`config.mk`:
```
export PLATFORM = sky130hd
export DESIGN_NAME = cpl3d_mul
export DESIGN_NICKNAME = d
export VERILOG_FILES = /design/src/sv/cpl3d_mul.sv
export SDC_FILE = /design/constraint.sdc
export NUM_CORES = 2
export LEC_CHECK = 0
export ABC_AREA = 0
export BUFFER_PORTS_ARGS = -buffer_cell sky130_fd_sc_hd__buf_2
export CORE_UTILIZATION = 25
export CTS_CLUSTER_SIZE = 24
export DETAILED_ROUTE_END_ITERATION = 8
export GPL_TIMING_DRIVEN = 0
export PLACE_DENSITY = 0.45
export SETUP_SLACK_MARGIN = 0.3
export SLEW_MARGIN = 5
export SYNTH_ARGS = -nofsm -noshare
export SYNTH_HDL_FRONTEND = slang
export SYNTH_SLANG_ARGS = --single-unit
export TNS_END_PERCENT = 1
```
`constraint.sdc`:
```
create_clock -name clk -period 9.1 [get_ports clk]
set_clock_uncertainty 0.15 [all_clocks]
set_input_delay 0.91 -clock clk [delete_from_list [all_inputs] [get_ports clk]]
set_output_delay 0.91 -clock clk [all_outputs]
set_load 0.01 [all_outputs]
```
`src/sv/cpl3d_mul.sv`:
```
module cpl3d_mul #(
  parameter int WA = 32,
  parameter int WB = 32
) (
  input  logic                    clk,
  input  logic                    en,
  input  logic signed [WA-1:0]    a,
  input  logic signed [WB-1:0]    b,
  output logic signed [WA+WB-1:0] p
);

  // Operands are cut into 32-bit unsigned chunks with a signed top chunk
  // of up to 33 bits, so every partial product is a 33 x 33 signed multiply.
  localparam int NA    = (WA + 30) / 32;
  localparam int NB    = (WB + 30) / 32;
  localparam int AExtW = 32 * NA + 1;
  localparam int BExtW = 32 * NB + 1;
  localparam int WP    = WA + WB;

  logic signed [AExtW-1:0] a_ext;
  logic signed [BExtW-1:0] b_ext;
  logic signed [32:0]      a_op [NA];
  logic signed [32:0]      b_op [NB];
  logic signed [65:0]      pp_r [NA][NB];
  logic signed [WP-1:0]    row_nxt [NB];
  logic signed [WP-1:0]    row_r [NB];
  logic signed [WP-1:0]    p_nxt;
  logic signed [WP-1:0]    p_r;

  assign a_ext = AExtW'(a);
  assign b_ext = BExtW'(b);

  for (genvar i = 0; i < NA; i++) begin : g_aop
    if (i == NA - 1) begin : g_top
      assign a_op[i] = a_ext[32*i +: 33];
    end else begin : g_low
      assign a_op[i] = {1'b0, a_ext[32*i +: 32]};
    end
  end

  for (genvar j = 0; j < NB; j++) begin : g_bop
    if (j == NB - 1) begin : g_top
      assign b_op[j] = b_ext[32*j +: 33];
    end else begin : g_low
      assign b_op[j] = {1'b0, b_ext[32*j +: 32]};
    end
  end

  // Second stage: one row sum for each chunk of b.
  always_comb begin
    for (int j = 0; j < NB; j++) begin
      row_nxt[j] = '0;
      for (int i = 0; i < NA; i++) begin
        row_nxt[j] = row_nxt[j] + (WP'(pp_r[i][j]) <<< (32 * (i + j)));
      end
    end
  end

  // Third stage: sum of the rows.
  always_comb begin
    p_nxt = '0;
    for (int j = 0; j < NB; j++) begin
      p_nxt = p_nxt + row_r[j];
    end
  end

  always_ff @(posedge clk) begin
    if (en) begin
      for (int i = 0; i < NA; i++) begin
        for (int j = 0; j < NB; j++) begin
          pp_r[i][j] <= a_op[i] * b_op[j];
        end
      end
      row_r <= row_nxt;
      p_r   <= p_nxt;
    end
  end

  assign p = p_r;

endmodule

```
==> out/metrics.cfg <==
[final_layout]
drive_above_1_share=0.0949
fillerInstances=17600
syn_to_final_growth_pct=11.5
nNetsFinal=5555
final_common_cell=fa_1
layout.cells.most_common_list=fa_1 (1078), inv_1 (941), nand2_1 (521)

[global_routing]
grt_max_degree=121
antenna_found_initial=45
grt_pass1_vias=32300
grtUsageMet1=0.238
grt_usage=0.186
use_met2=0.322
grt_pass1_wl_mm=223
grt.overflow.total=0
top_usage_layer=met2
grtUsageMet3=0.0264

[cts]
cts_tree=yes
htree_levels=4
clk_pin_slew_ns=0.08
cts-root-buf=clkbuf_16
clkLatencyLatePin_ns=0.47
ctsHoldBuffers=0
cts_buffers=17
clkSinkCount=192
clockBufferDepth=2

[synthesis]
synthFlopType=edfxtp_1
synth-edff-count=192
async_flop_share=0
yosys_warnings=0
synth.top_cell.area_share=0.517
synth.largest_area_cell=fa_1
synth-seq-area-share=0.138
synth_seq_cells=192
syn_area_um2=41900
syn_area_per_cell_um2=10.3
ys_types=59
synth_cells=4056
syn_nets=5388
synth_area_leaders=fa_1 (52%), edfxtp_1 (14%), inv_1 (8.5%), and2_1 (7.7%), ha_1 (5.5%)

[sta]
holdWs_ns=0.267
fin_crit_ns=8.80
worst_pin_slew_ns=0.937
setup-violations-final=0
timing.final.crit_share=0.967
fmax_ghz=0.114
hold_violations=0
relSlewSlack=0.375
drv_slew=0
setup_slack_ns=0.298
rsz0062_at_grt=yes

[routing]
ant_nets=0
wirelength_mm=152
drt_iter0_markers=1979
vias_per_cell=4.50
remaining_drc_errors=0
wire_per_inst_um=23.6
vias=29000
first_pass_iters=5

[hold_path]
min-delay-start=pp_r[0][20]
hold_path_depth=0
hold_end=row_r[20]
hold_path.class=flip-flop to flip-flop

[worst_setup_path]
crit_required_ns=9.16
end_kind=flip-flop
crit_type=input pin to flip-flop
reg2regPathDepth=0
r2r_slack_ns=8.30
cp_max_fo=10
cp.arrival_ns=8.86
startpoint_type=input pin
worstReg2RegEnd=row_r[56]
r2r-start=pp_r[0][56]

[placed_design]
pre_cts_slack_ns=-1.84
dp_hpwl_mm=133
portBuffers=129
gp_congestion=0.954

[outcome]
status=finished, final reports clean

[die]
fp.dieW_um=411
rows=149
initial_core_util=0.253
io_pins=130
die-area_um2=169000
core_area_um2=166000
die_h_um=411

[run]
max_cap_violations=0

==> cells in the mapped netlist (all sizes together), types with 3 or more instances <==
library cell	n
o211ai	6
fa	1082
clkbuf	208
nand2	521
xor2	17
nor3	8
nand3	16
and2	513
nor2	55
o21a	8
nand4	12
a21o	29
a31oi	7
inv	946
ha	184
or3	4
nand2b	13
a211oi	12
o21bai	12
a21oi	65
edfxtp	192
and3	6
o21ai	36
buf	6
o221ai	4
xnor2	55
o221a	3
nor2b	11
==> critical path, stage by stage <==
cell	delay, ns
buf_2	0.14
clkbuf_2	0.30
and2_1	0.26
fa_1	0.56
fa_1	0.45
fa_1	0.62
inv_1	0.08
fa_1	0.53
inv_1	0.07
fa_1	0.49
fa_1	0.56
fa_1	0.42
fa_1	0.46
ha_1	0.28
clkbuf_1	0.19
a21oi_2	0.27
o221ai_1	0.21
or4_1	0.45
o221a_2	0.35
o211ai_4	0.33
o31ai_4	0.15
a21oi_4	0.23
o21ai_2	0.12
a221oi_2	0.28
xnor2_1	0.11
==> final cells by class <==
cell class,instances,area [µm²],share of cell area
antenna,11,27.5,0.000589
buffer,214,1230,0.0262
clock buffer,17,425,0.00910
clock inverter,15,169,0.00361
inverter,946,3570,0.0764
multi-input combinational,2704,32000,0.684
sequential,192,5770,0.123
tap,2189,2740,0.0586
timing repair buffer,148,871,0.0186
==> worst max-delay path by stage <==
stage,from,to,slack [ns],cells after the start
after CTS,b[5],pp_r[0][49],0.1,25
after floorplan,a[31],pp_r[0][61],0.76,29
after global placement,b[8],pp_r[0][64],-1.91,22
after global routing,a[31],pp_r[0][61],0.13,31
final,a[14],pp_r[0][60],0.30,25
after detailed placement,b[8],pp_r[0][64],-1.84,22
==> per-stage QoR <==
| step | cell area, µm² | cells | utilization | TNS (ns) |
|---|---|---|---|---|
| after floorplan | 41900 | 4056 | - | 0 |
| after global placement | 45300 | 6374 | 0.273 | -24.95 |
| after detailed placement | 45400 | 6376 | 0.274 | -25.07 |
| after CTS | 46300 | 6414 | 0.280 | 0 |
| after global routing | 46700 | 6426 | 0.282 | 0 |
| final | 46800 | 6436 | 0.282 | 0 |
==> flip-flops by register name (all words and copies together), names as in the netlist <==
register and count:
p 64, pp_r 64, row_r 64
==> cells by family after synthesis <==
| family | after synthesis | synth area share |
|---|---|---|
| flip-flops | 192 | 0.138 |
| buffers and inverters | 1160 | 0.104 |
| adder cells (fa/ha/maj) | 1266 | 0.572 |
| AO/OA/AOI/OAI | 201 | 0.0327 |
| AND/OR/NAND/NOR | 1165 | 0.139 |
| XOR/XNOR | 72 | 0.0150 |
==> layer usage <==
layer,wire length (µm),vias to the layer above,share of wire
met4,5680,12,0.037
met3,10600,222,0.070
li1,-,12100,-
met5,81,-,0.00053
met1,60800,15600,0.40
met2,74900,1006,0.49
==> repair_timing <==
action	CTS	global route
endpoints found under the setup margin	24	17
gates resized for setup	187	238
pin swaps	2	7
cloned	0	0
buffers inserted	6	11
Power is not shown: default switching activity piles up to over one toggle a cycle in this logic, so the estimate is an artifact.
